<file path="config.mk">
export PLATFORM = sky130hd
export DESIGN_NAME = four_button_debounce_long_press_unit
export DESIGN_NICKNAME = d
export VERILOG_FILES = /design/src/rtl/core/fbdlp_pkg.sv /design/src/rtl/core/four_button_debounce_long_press_unit.sv
export SDC_FILE = /design/constraint.sdc
export NUM_CORES = 1
export LEC_CHECK = 0
export ABC_CLOCK_PERIOD_IN_PS = 11200
export BUFFER_PORTS_ARGS = -buffer_cell sky130_fd_sc_hd__buf_2
export CAP_MARGIN = 20
export CORE_MARGIN = 1.5
export CORE_UTILIZATION = 55
export CTS_CLUSTER_SIZE = 25
export DETAILED_ROUTE_END_ITERATION = 10
export PLACE_DENSITY = 0.75
export REMOVE_ABC_BUFFERS = 1
export SLEW_MARGIN = 20
export SYNTH_ARGS = -nofsm -noshare
export SYNTH_HDL_FRONTEND = slang
export SYNTH_SLANG_ARGS = --single-unit
</file>
<file path="constraint.sdc">
create_clock -name i_clk -period 11.2 [get_ports i_clk]
set_input_delay 1.12 -clock i_clk [delete_from_list [all_inputs] [get_ports i_clk]]
set_output_delay 1.12 -clock i_clk [all_outputs]
set_load 0.02 [all_outputs]
</file>
<file path="src/rtl/core/fbdlp_pkg.sv">
`timescale 1ns / 1ps
`default_nettype none

package fbdlp_pkg;

    // Fixed field widths of the item channels.
    localparam int FIELD_BUTTONS   = 4;
    localparam int FIELD_TIME_BITS = 32;
    localparam int FIELD_CNT_BITS  = 16;

    // Defaults for the top-level parameters.
    localparam int BUTTON_COUNT_DEF     = 4;
    localparam int PRESS_COUNT_BITS_DEF = 16;
    localparam int TIME_BITS_DEF        = 32;

    // Lockout counter saturates at this value.
    localparam int          LOCKOUT_BITS = 10;
    localparam logic [9:0]  LOCKOUT_SAT  = 10'd1000;

    // Bit position of the hash button.
    localparam int HASH_IDX = 2;

    // Configuration registers.
    localparam int          CFG_ADDR_BITS  = 3;
    localparam logic [15:0] LONG_PRESS_RST = 16'd1000;
    localparam logic [7:0]  LOCKOUT_RST    = 8'd2;

    typedef enum logic {
        REG_LONG_PRESS = 1'b0,
        REG_LOCKOUT    = 1'b1
    } t_reg_idx;

    typedef struct packed {
        logic [FIELD_BUTTONS-1:0]   buttons_raw;
        logic [FIELD_TIME_BITS-1:0] now_ms;
    } t_in_item;

    typedef struct packed {
        logic [FIELD_BUTTONS-1:0]  pressed_mask;
        logic [FIELD_BUTTONS-1:0]  press_edge_mask;
        logic                      hash_long_press;
        logic [FIELD_CNT_BITS-1:0] up_press_count;
        logic [FIELD_CNT_BITS-1:0] down_press_count;
        logic [FIELD_CNT_BITS-1:0] hash_press_count;
        logic [FIELD_CNT_BITS-1:0] star_press_count;
    } t_out_item;

endpackage

`default_nettype wire

</file>
<file path="src/rtl/core/four_button_debounce_long_press_unit.sv">
`timescale 1ns / 1ps
`default_nettype none

// Channel   Direction  Handshake                  Payload
// input     in         i_in_valid / o_in_stall    i_in_data  (t_in_item)
// output    out        o_out_valid / i_out_stall  o_out_data (t_out_item)
// config    in         psel/penable/pwrite/pready paddr, pwdata, prdata
//
// One item per cycle is accepted into the input register while o_in_stall is
// low. Its result passes from the input register into the result register,
// where it is offered on o_out_data. The debounce state is updated once per
// item as it leaves the input register. Synchronous active-low reset clears
// the valid flags and all debounce state and loads the register defaults. A
// stalled result holds the pipeline; the input register still takes an item
// while it is empty or the result register is free to move.
module four_button_debounce_long_press_unit #(
    parameter int BUTTON_COUNT     = fbdlp_pkg::BUTTON_COUNT_DEF,
    parameter int PRESS_COUNT_BITS = fbdlp_pkg::PRESS_COUNT_BITS_DEF,
    parameter int TIME_BITS        = fbdlp_pkg::TIME_BITS_DEF
) (
    input  wire                                  i_clk,
    input  wire                                  i_rst_n,
    input  wire                                  i_in_valid,
    output logic                                 o_in_stall,
    input  fbdlp_pkg::t_in_item                  i_in_data,
    output logic                                 o_out_valid,
    input  wire                                  i_out_stall,
    output fbdlp_pkg::t_out_item                 o_out_data,
    input  wire                                  psel,
    input  wire                                  penable,
    input  wire                                  pwrite,
    input  wire  [fbdlp_pkg::CFG_ADDR_BITS-1:0]  paddr,
    input  wire  [31:0]                          pwdata,
    output logic [31:0]                          prdata,
    output logic                                 pready
);
    import fbdlp_pkg::*;

    localparam int  NB       = (BUTTON_COUNT < FIELD_BUTTONS) ? BUTTON_COUNT : FIELD_BUTTONS;
    localparam bit  HAS_HASH = (NB > HASH_IDX);

    // Configuration registers.
    logic [15:0] r_long_press;
    logic [7:0]  r_lockout;

    // Pipeline registers.
    logic      r_in_vld;
    t_in_item  r_in;
    logic      r_out_vld;
    t_out_item r_out;
    t_out_item n_out;

    // Debounce state.
    logic [FIELD_BUTTONS-1:0]    r_lvl;
    logic [FIELD_BUTTONS-1:0]    n_lvl;
    logic [LOCKOUT_BITS-1:0]     r_lock [NB];
    logic [LOCKOUT_BITS-1:0]     n_lock [NB];
    logic [PRESS_COUNT_BITS-1:0] r_cnt  [NB];
    logic [PRESS_COUNT_BITS-1:0] n_cnt  [NB];
    logic [TIME_BITS-1:0]        r_hold_start;
    logic [TIME_BITS-1:0]        n_hold_start;
    logic                        r_hold_vld;
    logic                        n_hold_vld;
    logic                        r_flag;
    logic                        n_flag;

    logic [FIELD_BUTTONS-1:0]  w_press;
    logic [FIELD_BUTTONS-1:0]  w_release;
    logic [TIME_BITS-1:0]      w_now;
    logic [TIME_BITS-1:0]      w_held;
    logic [FIELD_CNT_BITS-1:0] w_cnt_out [FIELD_BUTTONS];
    logic                      w_adv;
    logic                      w_cfg_wr;

    assign pready   = 1'b1;
    assign w_cfg_wr = psel && penable && pwrite;

    always_ff @(posedge i_clk) begin
        if (!i_rst_n) begin
            r_long_press <= LONG_PRESS_RST;
            r_lockout    <= LOCKOUT_RST;
        end else if (w_cfg_wr) begin
            case (t_reg_idx'(paddr[2]))
                REG_LONG_PRESS: r_long_press <= pwdata[15:0];
                REG_LOCKOUT:    r_lockout    <= pwdata[7:0];
                default: ;
            endcase
        end
    end

    always_comb begin
        case (t_reg_idx'(paddr[2]))
            REG_LONG_PRESS: prdata = {16'd0, r_long_press};
            REG_LOCKOUT:    prdata = {24'd0, r_lockout};
            default:        prdata = 32'd0;
        endcase
    end

    // The result register moves when it is empty or being taken.
    assign w_adv       = !r_out_vld || !i_out_stall;
    assign o_in_stall  = r_in_vld && !w_adv;
    assign o_out_valid = r_out_vld;
    assign o_out_data  = r_out;

    always_ff @(posedge i_clk) begin
        if (!i_rst_n) begin
            r_in_vld <= 1'b0;
        end else if (!o_in_stall) begin
            r_in_vld <= i_in_valid;
        end
    end

    always_ff @(posedge i_clk) begin
        if (!o_in_stall && i_in_valid) begin
            r_in <= i_in_data;
        end
    end

    assign w_now = TIME_BITS'(r_in.now_ms);

    // Per-button lockout debounce.
    always_comb begin
        n_lvl     = r_lvl;
        w_press   = '0;
        w_release = '0;
        for (int i = 0; i < NB; i++) begin
            n_lock[i] = r_lock[i];
            n_cnt[i]  = r_cnt[i];
            if ((r_lvl[i] != !r_in.buttons_raw[i]) &&
                (r_lock[i] > {{(LOCKOUT_BITS-8){1'b0}}, r_lockout})) begin
                n_lvl[i]  = !r_in.buttons_raw[i];
                n_lock[i] = '0;
                if (!r_in.buttons_raw[i]) begin
                    w_press[i] = 1'b1;
                    n_cnt[i]   = r_cnt[i] + 1'b1;
                end else begin
                    w_release[i] = 1'b1;
                end
            end else if (r_lock[i] < LOCKOUT_SAT) begin
                n_lock[i] = r_lock[i] + 1'b1;
            end
        end
    end

    // Hash hold timer and long-press flag.
    always_comb begin
        n_hold_start = r_hold_start;
        n_hold_vld   = r_hold_vld;
        n_flag       = r_flag;
        if (w_press[HASH_IDX]) begin
            n_hold_start = w_now;
            n_hold_vld   = 1'b1;
        end else if (w_release[HASH_IDX]) begin
            n_hold_start = '0;
            n_hold_vld   = 1'b0;
            n_flag       = 1'b0;
        end
        w_held = w_now - n_hold_start;
        if (HAS_HASH && n_lvl[HASH_IDX] && !n_flag && n_hold_vld &&
            (w_held > TIME_BITS'(r_long_press))) begin
            n_flag = 1'b1;
        end
    end

    for (genvar g = 0; g < FIELD_BUTTONS; g++) begin : g_cnt_out
        if (g < NB) begin : g_on
            assign w_cnt_out[g] = FIELD_CNT_BITS'(n_cnt[g]);
        end else begin : g_off
            assign w_cnt_out[g] = '0;
        end
    end

    always_comb begin
        n_out.pressed_mask     = n_lvl;
        n_out.press_edge_mask  = w_press;
        n_out.hash_long_press  = n_flag;
        n_out.up_press_count   = w_cnt_out[0];
        n_out.down_press_count = w_cnt_out[1];
        n_out.hash_press_count = w_cnt_out[2];
        n_out.star_press_count = w_cnt_out[3];
    end

    always_ff @(posedge i_clk) begin
        if (!i_rst_n) begin
            r_lvl        <= '0;
            r_hold_start <= '0;
            r_hold_vld   <= 1'b0;
            r_flag       <= 1'b0;
            for (int i = 0; i < NB; i++) begin
                r_lock[i] <= '0;
                r_cnt[i]  <= '0;
            end
        end else if (r_in_vld && w_adv) begin
            r_lvl        <= n_lvl;
            r_hold_start <= n_hold_start;
            r_hold_vld   <= n_hold_vld;
            r_flag       <= n_flag;
            for (int i = 0; i < NB; i++) begin
                r_lock[i] <= n_lock[i];
                r_cnt[i]  <= n_cnt[i];
            end
        end
    end

    always_ff @(posedge i_clk) begin
        if (!i_rst_n) begin
            r_out_vld <= 1'b0;
        end else if (w_adv) begin
            r_out_vld <= r_in_vld;
        end
    end

    always_ff @(posedge i_clk) begin
        if (w_adv && r_in_vld) begin
            r_out <= n_out;
        end
    end

    a_stall_only_when_full: assert property (@(posedge i_clk) disable iff (!i_rst_n)
        o_in_stall |-> (r_in_vld && r_out_vld && i_out_stall))
        else $error("input stalled without a blocked item in the pipeline");

    a_edge_implies_pressed: assert property (@(posedge i_clk) disable iff (!i_rst_n)
        o_out_valid |-> ((o_out_data.press_edge_mask & ~o_out_data.pressed_mask) == '0))
        else $error("press edge reported for a released button");

    a_long_press_needs_hold: assert property (@(posedge i_clk) disable iff (!i_rst_n)
        r_flag |-> (r_hold_vld && r_lvl[HASH_IDX]))
        else $error("long press flag set without an active hash hold");

    a_lockout_saturates: assert property (@(posedge i_clk) disable iff (!i_rst_n)
        r_lock[0] <= LOCKOUT_SAT)
        else $error("lockout counter ran past its saturation value");

endmodule

`default_nettype wire
</file>
# Word level (Yosys, flattened, before mapping)

Memory sizes are Yosys's and may differ from the RTL's.
Cells that the tools add are included.

Output and inout port bits: 108
Memories: 2
Logic and storage cells: 124
Input port bits: 78
Memory bits (writable): 104
Bits in registers: 173

Memory list:

| memory | depth | width | rd ports | clocked after Yosys merged registers in | wr ports | line                                       | RTL |
|---|---|---|---|---|---|---|---|
| r_cnt  | 4     | 16    | 4        | 0                                       | 4        | four_button_debounce_long_press_unit.sv:58 | `logic [PRESS_COUNT_BITS-1:0] r_cnt [NB];` |
| r_lock | 4     | 10    | 4        | 0                                       | 4        | four_button_debounce_long_press_unit.sv:56 | `logic [LOCKOUT_BITS-1:0] r_lock [NB];` |

Bitwise operators: 9
Multiplexer cells: 47
Magnitude comparators: 9
Equality and inequality tests: 4
Add/subtract/negate cells: 9
Reductions and logical operators: 24

Operators by type and width:

| cell                  | count |
|---|---|
| $mux 16               | 12 |
| $mux 10               | 12 |
| $add 16x1->16 const B | 4 |
| $mux 32               | 2 |
| $pmux 32 s2           | 1 |
| $add 10x1->10 const B | 4 |
| $gt 10x8->1           | 4 |
| $lt 10x10->1 const B  | 4 |
| $gt 32x16->1          | 1 |
| $sub 32x32->32        | 1 |
| $mux 1                | 20 |
| $logic_and 1x1->1     | 12 |
| $logic_not 1->1       | 9 |
| $or 1x1->1            | 8 |
| $ne 1x1->1            | 4 |
| $reduce_and 2->1      | 2 |
| $logic_or 1x1->1      | 1 |
| $not 1->1             | 1 |

# Longest topological paths before layout

Gate-level depths: netlist of run 1.

Depth in word-level cells: 11
Mapped depth: 36
Gate-level depth less buffers: 33

# Worst setup path after synthesis of run 1

No wires, ideal clock.

Path type: register to register
Start point: memory r_lock[2][5]
End point: register r_out, in the netlist o_out_data[64] (data pin)
Cell stages (with the launch flop): 33
Period minus slack after synthesis: 6.547 ns
Setup time: 0.263 ns
Data arrival time: 6.284 ns
Path buffers: 2
Data required time: 10.937 ns
Slack: 4.653 ns
Path through: edfxtp_1 > ha_1 > nand4_1 > nor4_4 > nor4_1 > nand2_1 > inv_1 > clkbuf_1 > clkbuf_1 > a22oi_1 > inv_1 > fa_1 > nor2b_1 > o31ai_1 > a211o_1 > or4b_1 > o2111ai_1 > nand4_1 > a221o_1 > nand2_1 > xnor2_1 > ha_1 > a21o_1 > a21oi_1 > o21ai_0 > a21oi_1 > a31oi_1 > a211oi_1 > o221ai_1 > a311oi_1 > o2111ai_1 > nor4_2 > o21ai_1

RTL lines:

| element              | line                                        | RTL |
|---|---|---|
| start, declared      | four_button_debounce_long_press_unit.sv:56  |  |
| end signal, assigned | four_button_debounce_long_press_unit.sv:215 | `r_out <= n_out;` |
| end, declared        | four_button_debounce_long_press_unit.sv:50  | `t_out_item r_out;` |

# Final worst setup path of run 1

Start point: register r_lockout[7]
End point: register r_out, in the netlist o_out_data[64] (data pin)

Elaborated cells between the ends (all ways): 18
Those cells by class: add/sub (1); order compare (2); mux (10); reduce/logical (5)

RTL lines:

| element                | line                                        | RTL |
|---|---|---|
| start, declared        | four_button_debounce_long_press_unit.sv:44  | `logic [7:0] r_lockout;` |
| start signal, assigned | four_button_debounce_long_press_unit.sv:85  | `REG_LOCKOUT: r_lockout <= pwdata[7:0];` |
| $gt 10x8->1 *          | four_button_debounce_long_press_unit.sv:130 | `(r_lock[i] > {{(LOCKOUT_BITS-8){1'b0}}, r_lockout})) begin` |
| $logic_and 1x1->1 *    | four_button_debounce_long_press_unit.sv:129 | `if ((r_lvl[i] != !r_in.buttons_raw[i]) &&` |
| $mux 1                 | four_button_debounce_long_press_unit.sv:129 |  |
| $mux 32                | four_button_debounce_long_press_unit.sv:153 | `end else if (w_release[HASH_IDX]) begin` |
| $mux 32 *              | four_button_debounce_long_press_unit.sv:150 | `if (w_press[HASH_IDX]) begin` |
| net n_hold_start[1]    | four_button_debounce_long_press_unit.sv:61  | `logic [TIME_BITS-1:0] n_hold_start;` |
| $sub 32x32->32 *       | four_button_debounce_long_press_unit.sv:158 | `w_held = w_now - n_hold_start;` |
| $gt 32x16->1 *         | four_button_debounce_long_press_unit.sv:160 | `(w_held > TIME_BITS'(r_long_press))) begin` |
| $logic_and 1x1->1 *    | four_button_debounce_long_press_unit.sv:159 | `if (HAS_HASH && n_lvl[HASH_IDX] && !n_flag && n_hold_vld &&` |
| $mux 1 *               | four_button_debounce_long_press_unit.sv:159 |  |
| net n_flag             | four_button_debounce_long_press_unit.sv:65  | `logic n_flag;` |

The timed path passes the listed nets; every way through them passes the cells marked *.
A chain may end at the register's enable or synchronous reset.

==> impl_metrics.toml, run 1 <==
[worst_setup_path]
r2r_setup_slack_ns = 3.20
crit_path_frequent_cell = "inv_1"
crit_required_ns = 11.50
crit_fanout = 15
path_class = "reg2reg"
max_stage_delay_ns = 0.62
cp.arrival_ns = 8.29
slowest_stage = "nand2_1"
r2r_cells = 30
crit_path_end_kind = "flip-flop"
worstSetupStartpointType = "flip-flop"

[clock_tree]
postCtsHoldBufs = 0
cts_max_path_buffers = 3
numClockSinks = 277
htree_levels = 1
cts_buffers = 29
tritoncts = "yes"
cts_setup_buffers = 0
clk_latency_ns = 0.56
cts-resized-gates = 0
cts.root.buffer_cell = "clkbuf_16"
clkTransAtPathRegs_ns = 0.06

[routing]
wl_um = 31600
drtIter0Drc = 725
wl_per_cell_um = 15.9
ant_nets = 0
via_per_inst = 5.61
route.detailed.drc = 0
via_count = 11200
dr.pass1.iters = 5

[pwr]
power.switching_w = 0.000735
p_leak_nw = 7.09
clkPwrFrac_pct = 34.6
p_int_w = 0.00189
power_density_nw_per_um2 = 152
switching_share_pct = 28.0
seq_power_share_pct = 46.4
vdd_drop_max_mv = 0.139
p_comb_share_pct = 19.0

[cells_and_area]
layout-drive-gt1-share_pct = 14.7
fin_nets = 1754
final_common_cell = "edfxtp_1"
diodes = 0
area_delta_synth_final_pct = 13.0
postLayoutCoreUtil_pct = 63.6
final_cell_mix = "edfxtp_1, nand2_1, buf_2, nor2_1, ha_1"

[sta]
fmax_mhz = 125
rsz0062_at_grt = "no"
fin_crit_ns = 8.00
setup_tns_ns = 0
holdWs_ns = 0.462
slew_headroom_pct = 45.7
finalCritPeriodShare_pct = 71.4
slew_violations = 0
fin_skew_ns = 0.0156
worstMarginPinSlew_ns = 0.806
setup_viol = 0
hold_violations = 0

[status]
status = "complete, no violations"

[global_routing]
gr-usage-met2_pct = 38.1
grt_max_degree = 100
gr-total-overflow = 0
grt_use_total_pct = 22.3
grtUsageMet3_pct = 2.68
grt_pass1_vias = 10600
gr-usage-met1_pct = 29.7
grt_pass1_wl_um = 52300
top_usage_layer = "met2"
antenna_found_initial = 0

[synth]
syn_inst = 1447
yosysSeqAreaShare_pct = 50.4
yosys.area.top_type = "edfxtp_1"
syn_avg_cell_area_sq_um = 10.5
netlist_top_cells_area = "edfxtp_1, dfxtp_1, ha_1"
synth_top_cell_area_share_pct = 41.9
ys_warn_count = 0
async_reset_ff_share_pct = 0
syn_area_sq_um = 15200
synth_edf_count = 213
ys_types = 81
ys_ff_latch = 277
synth_flop_cell = "edfxtp_1"

[floorplanning]
fp.coreArea_sq_um = 27100
start_util_pct = 56.3
die_y_um = 170
placementRows = 60
io_pins = 186
die_x_um = 170
dieArea_sq_um = 28700

[placed_design]
place_hpwl_um = 22600
io_buffers = 150
gp_congestion = 0.894

[hold_path]
hold_path_class = "reg2reg"
hold_path_depth = 2

[run]
cap_violations = 0
-- cells by family after synthesis --
logic type / after synthesis / share of synthesized area (%)
AO/OA/AOI/OAI: 298 / 14.3
XOR/XNOR: 114 / 6.55
adder cells (fa/ha/maj): 86 / 7.09
buffers and inverters: 130 / 3.67
flip-flops: 277 / 50.4
multiplexers: 8 / 0.566
other: 2 / 0.0493
AND/OR/NAND/NOR: 532 / 17.4
-- power groups by stage --
| stage | combinational (W) | sequential (W) | clock, W |
|---|---|---|---|
| 6_report | 0.000499 | 0.00122 | 0.000909 |
| 5_1_grt | 0.000563 | 0.00123 | 0.000964 |
| 4_1_cts | 0.000498 | 0.00122 | 0.000928 |
| 3_5_place_dp | 0.000495 | 0.00124 | 0 |
| 3_3_place_gp | 0.000486 | 0.00124 | 0 |
| 2_1_floorplan | 0.000347 | 0.00125 | 0 |
-- worst max-delay path: cells and delay by family, from the launching register on --
kind / cells / cell delay [ns]
compound gates: 16 / 3.20
simple gates: 7 / 2.63
fa+ha+maj: 3 / 1.05
buf+inv: 3 / 0.37
flops: 1 / 0.36
xor+xnor: 1 / 0.13
-- sequential cells by signal (all words and copies together) (netlist names) --
| register | flops |
|---|---|
| o_out_valid | 1 |
| r_cnt | 64 |
| r_lvl | 4 |
| r_in | 4 |
| r_hold_vld | 1 |
| r_hold_start | 32 |
| r_lockout | 8 |
| r_flag | 1 |
| w_now | 32 |
| r_lock | 40 |
| r_in_vld | 1 |
| o_out_data | 73 |
| r_long_press | 16 |
-- layer usage --
metal / vias to the layer above / part of all wire (%) / wire, um
met3: 62 / 4.1 / 1290
met2: 305 / 48 / 15300
met4: 0 / 2.7 / 842
met1: 5249 / 45 / 14100
li1: 5535 / - / -
met5: - / 0 / 0
-- stage by stage --
stage	total power, W	instance area, sq um	worst slack [ns]	instances
finish	0.00263	17200	3.20	1986
global route	0.00275	17200	2.53	1986
CTS	0.00264	17200	3.29	1985
detailed placement	0.00173	16300	3.32	1931
global placement	0.00172	16300	3.49	1931
floorplan	0.00160	15000	4.26	1396
-- cells in the mapped netlist (37+ instances only) --
library cell / count
a21oi_1: 37
and2_1: 71
clkbuf_1: 44
dfxtp_1: 64
edfxtp_1: 213
ha_1: 84
inv_1: 64
nand2_1: 155
nand3_1: 45
nor2_1: 108
o21ai_0: 43
xnor2_1: 65
xor2_1: 49
-- layout make-up --
| cell class | instances | area, sq um |
|---|---|---|
| fillers | 2201 | 9860 |
| flip-flops and latches | 277 | 7680 |
| multi-input cells | 1055 | 7080 |
| repair buffers | 164 | 872 |
| clock buffers | 42 | 795 |
| well taps | 372 | 465 |
| inverters | 64 | 243 |
| clock inverters | 12 | 106 |
-- path summary, 6_finish.rpt --
path,startpoint,end
setup / recovery,r_lockout[7],o_out_data[64]
hold / removal,r_long_press[15],r_long_press[15]
setup reg to reg,r_lockout[7],o_out_data[64]
hold reg to reg,r_long_press[15],r_long_press[15]
No activity file was read; power rests on OpenSTA's default activity.
==> run 2, diff against run 1 <==
- ABC_AREA: unset -> 1
- ABC_CLOCK_PERIOD_IN_PS: 11200 -> 7800
- clock period: 11.2 -> 7.8 ns (I/O delays scaled with it)
==> impl_metrics.toml, run 2 <==
[worst_setup_path]
max_stage_delay_ns = 0.36
path_class = "reg2reg"
slowest_stage = "buf_4"
path_buf_inv = 7
r2r_cells = 42
reg2reg_from = "r_lockout[7]"
crit_family = "simple AND/OR/NAND/NOR gates"
worstSetupStartpointType = "flip-flop"
crit_required_ns = 8.11
crit_path_frequent_cell = "nand2_1"
crit_fanout = 31
r2r_setup_slack_ns = 1.96
crit_path_end_kind = "flip-flop"
r2r-end = "o_out_data[64]"
cp.arrival_ns = 6.14

[cells_and_area]
design_area_sq_um = 17400
area_delta_synth_final_pct = 13.8
diodes = 0
final_common_cell = "nand2_1"
postLayoutCoreUtil_pct = 64.2
layout-drive-gt1-share_pct = 14.8
nFillCells = 2230
final_cell_mix = "nand2_1, inv_1, edfxtp_1, nor2_1, buf_2"
fin_nets = 2016
largest_reg_flops = 73

[clock_tree]
clkTransAtPathRegs_ns = 0.06
htree_levels = 1
cts.root.buffer_cell = "clkbuf_16"
numClockSinks = 277
cts_buffers = 30
cts_max_path_buffers = 3
cts_setup_buffers = 0
clk_latency_ns = 0.56
tritoncts = "yes"
cts-resized-gates = 0
postCtsHoldBufs = 0

[placed_design]
io_buffers = 150
place_ws_ns = 2.00
dpl_cell_area_sq_um = 16400
gp_congestion = 0.919
place_hpwl_um = 23700

[hold_path]
holdCritStartpoint = "i_in_data[2]"
hold_path_depth = 1
hold_end = "w_now[2]"
hold_path_class = "in2reg"

[global_routing]
grt_pass1_wl_um = 53700
grt_use_total_pct = 23.1
grt_pass1_vias = 11300
antenna_found_initial = 0
gr-total-overflow = 0
grt_max_degree = 85

[pwr]
p_leak_nw = 7.42
vdd_drop_max_mv = 0.195
power_density_nw_per_um2 = 222

[status]
status = "complete, no violations"

[synth]
netlist_top_cells_area = "edfxtp_1, dfxtp_1, nand2_1"
syn_area_sq_um = 15300
synth_common_cells = "nand2_1, inv_1, edfxtp_1"
synth_flop_cell = "edfxtp_1"
synth_edf_count = 213
ys_warn_count = 0
syn_avg_cell_area_sq_um = 9.02
syn_inst = 1696
yosys.area.top_type = "edfxtp_1"
yosysSeqAreaShare_pct = 50.2
async_reset_ff_share_pct = 0
synth_top_cell_area_share_pct = 41.8
ys_types = 57
ys_ff_latch = 277
synth.most_common_cell = "nand2_1"

[sta]
setup_tns_ns = 0
fin_skew_ns = 0.0158
fmax_mhz = 171
finalCritPeriodShare_pct = 74.8
slew_headroom_pct = 32.1
fin_crit_ns = 5.84
slew_violations = 0
worstMarginPinSlew_ns = 1.02
rsz0062_at_grt = "no"
hold_violations = 0
postLayoutSetupSlackWorst_ns = 1.96
setup_viol = 0

[run]
cap_violations = 0

[floorplanning]
dieArea_sq_um = 28800
placementRows = 60
die_y_um = 170
start_util_pct = 56.4
die_x_um = 170
io_pins = 186
fp.coreArea_sq_um = 27100

[routing]
route.detailed.drc = 0
drtIter0Drc = 868
ant_nets = 0
dr.pass1.iters = 6
wl_um = 32900
via_count = 11900
wl_per_cell_um = 14.6
via_per_inst = 5.29
-- run 2: cell types whose count changed after synthesis, sizes merged, moves of 23 or more --
| cell | before | now |
|---|---|---|
| a21oi | 37 | 97 |
| inv | 64 | 277 |
| nor2 | 108 | 188 |
| nand2 | 155 | 304 |
| a22oi | 32 | 0 |
| o21ai | 45 | 94 |
| a21o | 32 | 2 |
| and2 | 72 | 12 |
| o22ai | 0 | 30 |
| nand3 | 45 | 68 |
| and3 | 28 | 4 |
| xnor2 | 65 | 17 |
| nor3 | 27 | 51 |
| o211a | 27 | 0 |
-- run 2: cells by family (layout without fill, tap and decap cells) --
family / count (synthesis) / count (layout) / synth area share, %
and+or+nand+nor: 682 / 682 / 21.0
buffers and inverters: 326 / 492 / 8.54
DFF: 277 / 277 / 50.2
AOI/OAI and AO/OA: 257 / 257 / 9.35
adders and majority gates: 85 / 85 / 7.00
xor gates and xnor gates: 67 / 67 / 3.89
other: 2 / 17 / 0.0491
-- run 2: cell type report --
type                    count  area, sq um  share of cell area, %
well taps                 372          465                   2.67
repair buffers            158          811                   4.66
multi-input cells        1108         6390                   36.7
inverters                 278         1040                   6.00
clock inverters            16          193                   1.11
flip-flops and latches    277         7680                   44.1
clock buffers              40          820                   4.71
-- run 2: metal layers --
layer	up-vias	track usage, %	share of wire, %
met5	-	0	0
met4	0	8.00	3.0
met3	65	2.80	5.0
met2	363	39.6	47
met1	5507	30.3	45
li1	5955	-	-
-- run 2: worst max path at each step --
stage,to,cells after the start,from,slack [ns]
detailed placement,o_out_data[64],43,r_lockout[4],2.00
global placement,o_out_data[64],43,r_lockout[5],2.10
global route,o_out_data[64],42,r_lockout[7],1.20
finish,o_out_data[64],42,r_lockout[7],1.96
floorplan,r_lock[0][7],5,i_out_stall,-0.95
CTS,o_out_data[64],43,r_lockout[5],1.96
-- run 2: per-stage QoR --
stage	hold WS (ns)	instances	total power, W
final	0.394	2249	0.00386
after global placement	0.444	2193	0.00242
after detailed placement	0.465	2193	0.00244
after global routing	0.369	2249	0.00404
after CTS	0.375	2249	0.00388
after floorplan	0.429	1663	0.00225
-- run 2: worst reg2reg max path: cells and delay by family, from the launching register on --
kind / cells / cell delay [ns]
AO/OA/AOI/OAI: 3 / 0.43
XOR/XNOR: 1 / 0.17
adder cells (fa/ha/maj): 3 / 0.97
buffers and inverters: 7 / 0.87
flip-flops: 1 / 0.33
AND/OR/NAND/NOR: 28 / 2.80
-- run 2: where the power goes --
part | leakage (nW) | switching (W) | total [W] | internal (W)
Combinational | 4.25 | 0.000452 | 0.000680 | 0.000228
Clock | 0.494 | 0.000573 | 0.00144 | 0.000869
Sequential | 2.67 | 0.0000527 | 0.00174 | 0.00169
Total | 7.42 | 0.00108 | 0.00386 | 0.00278
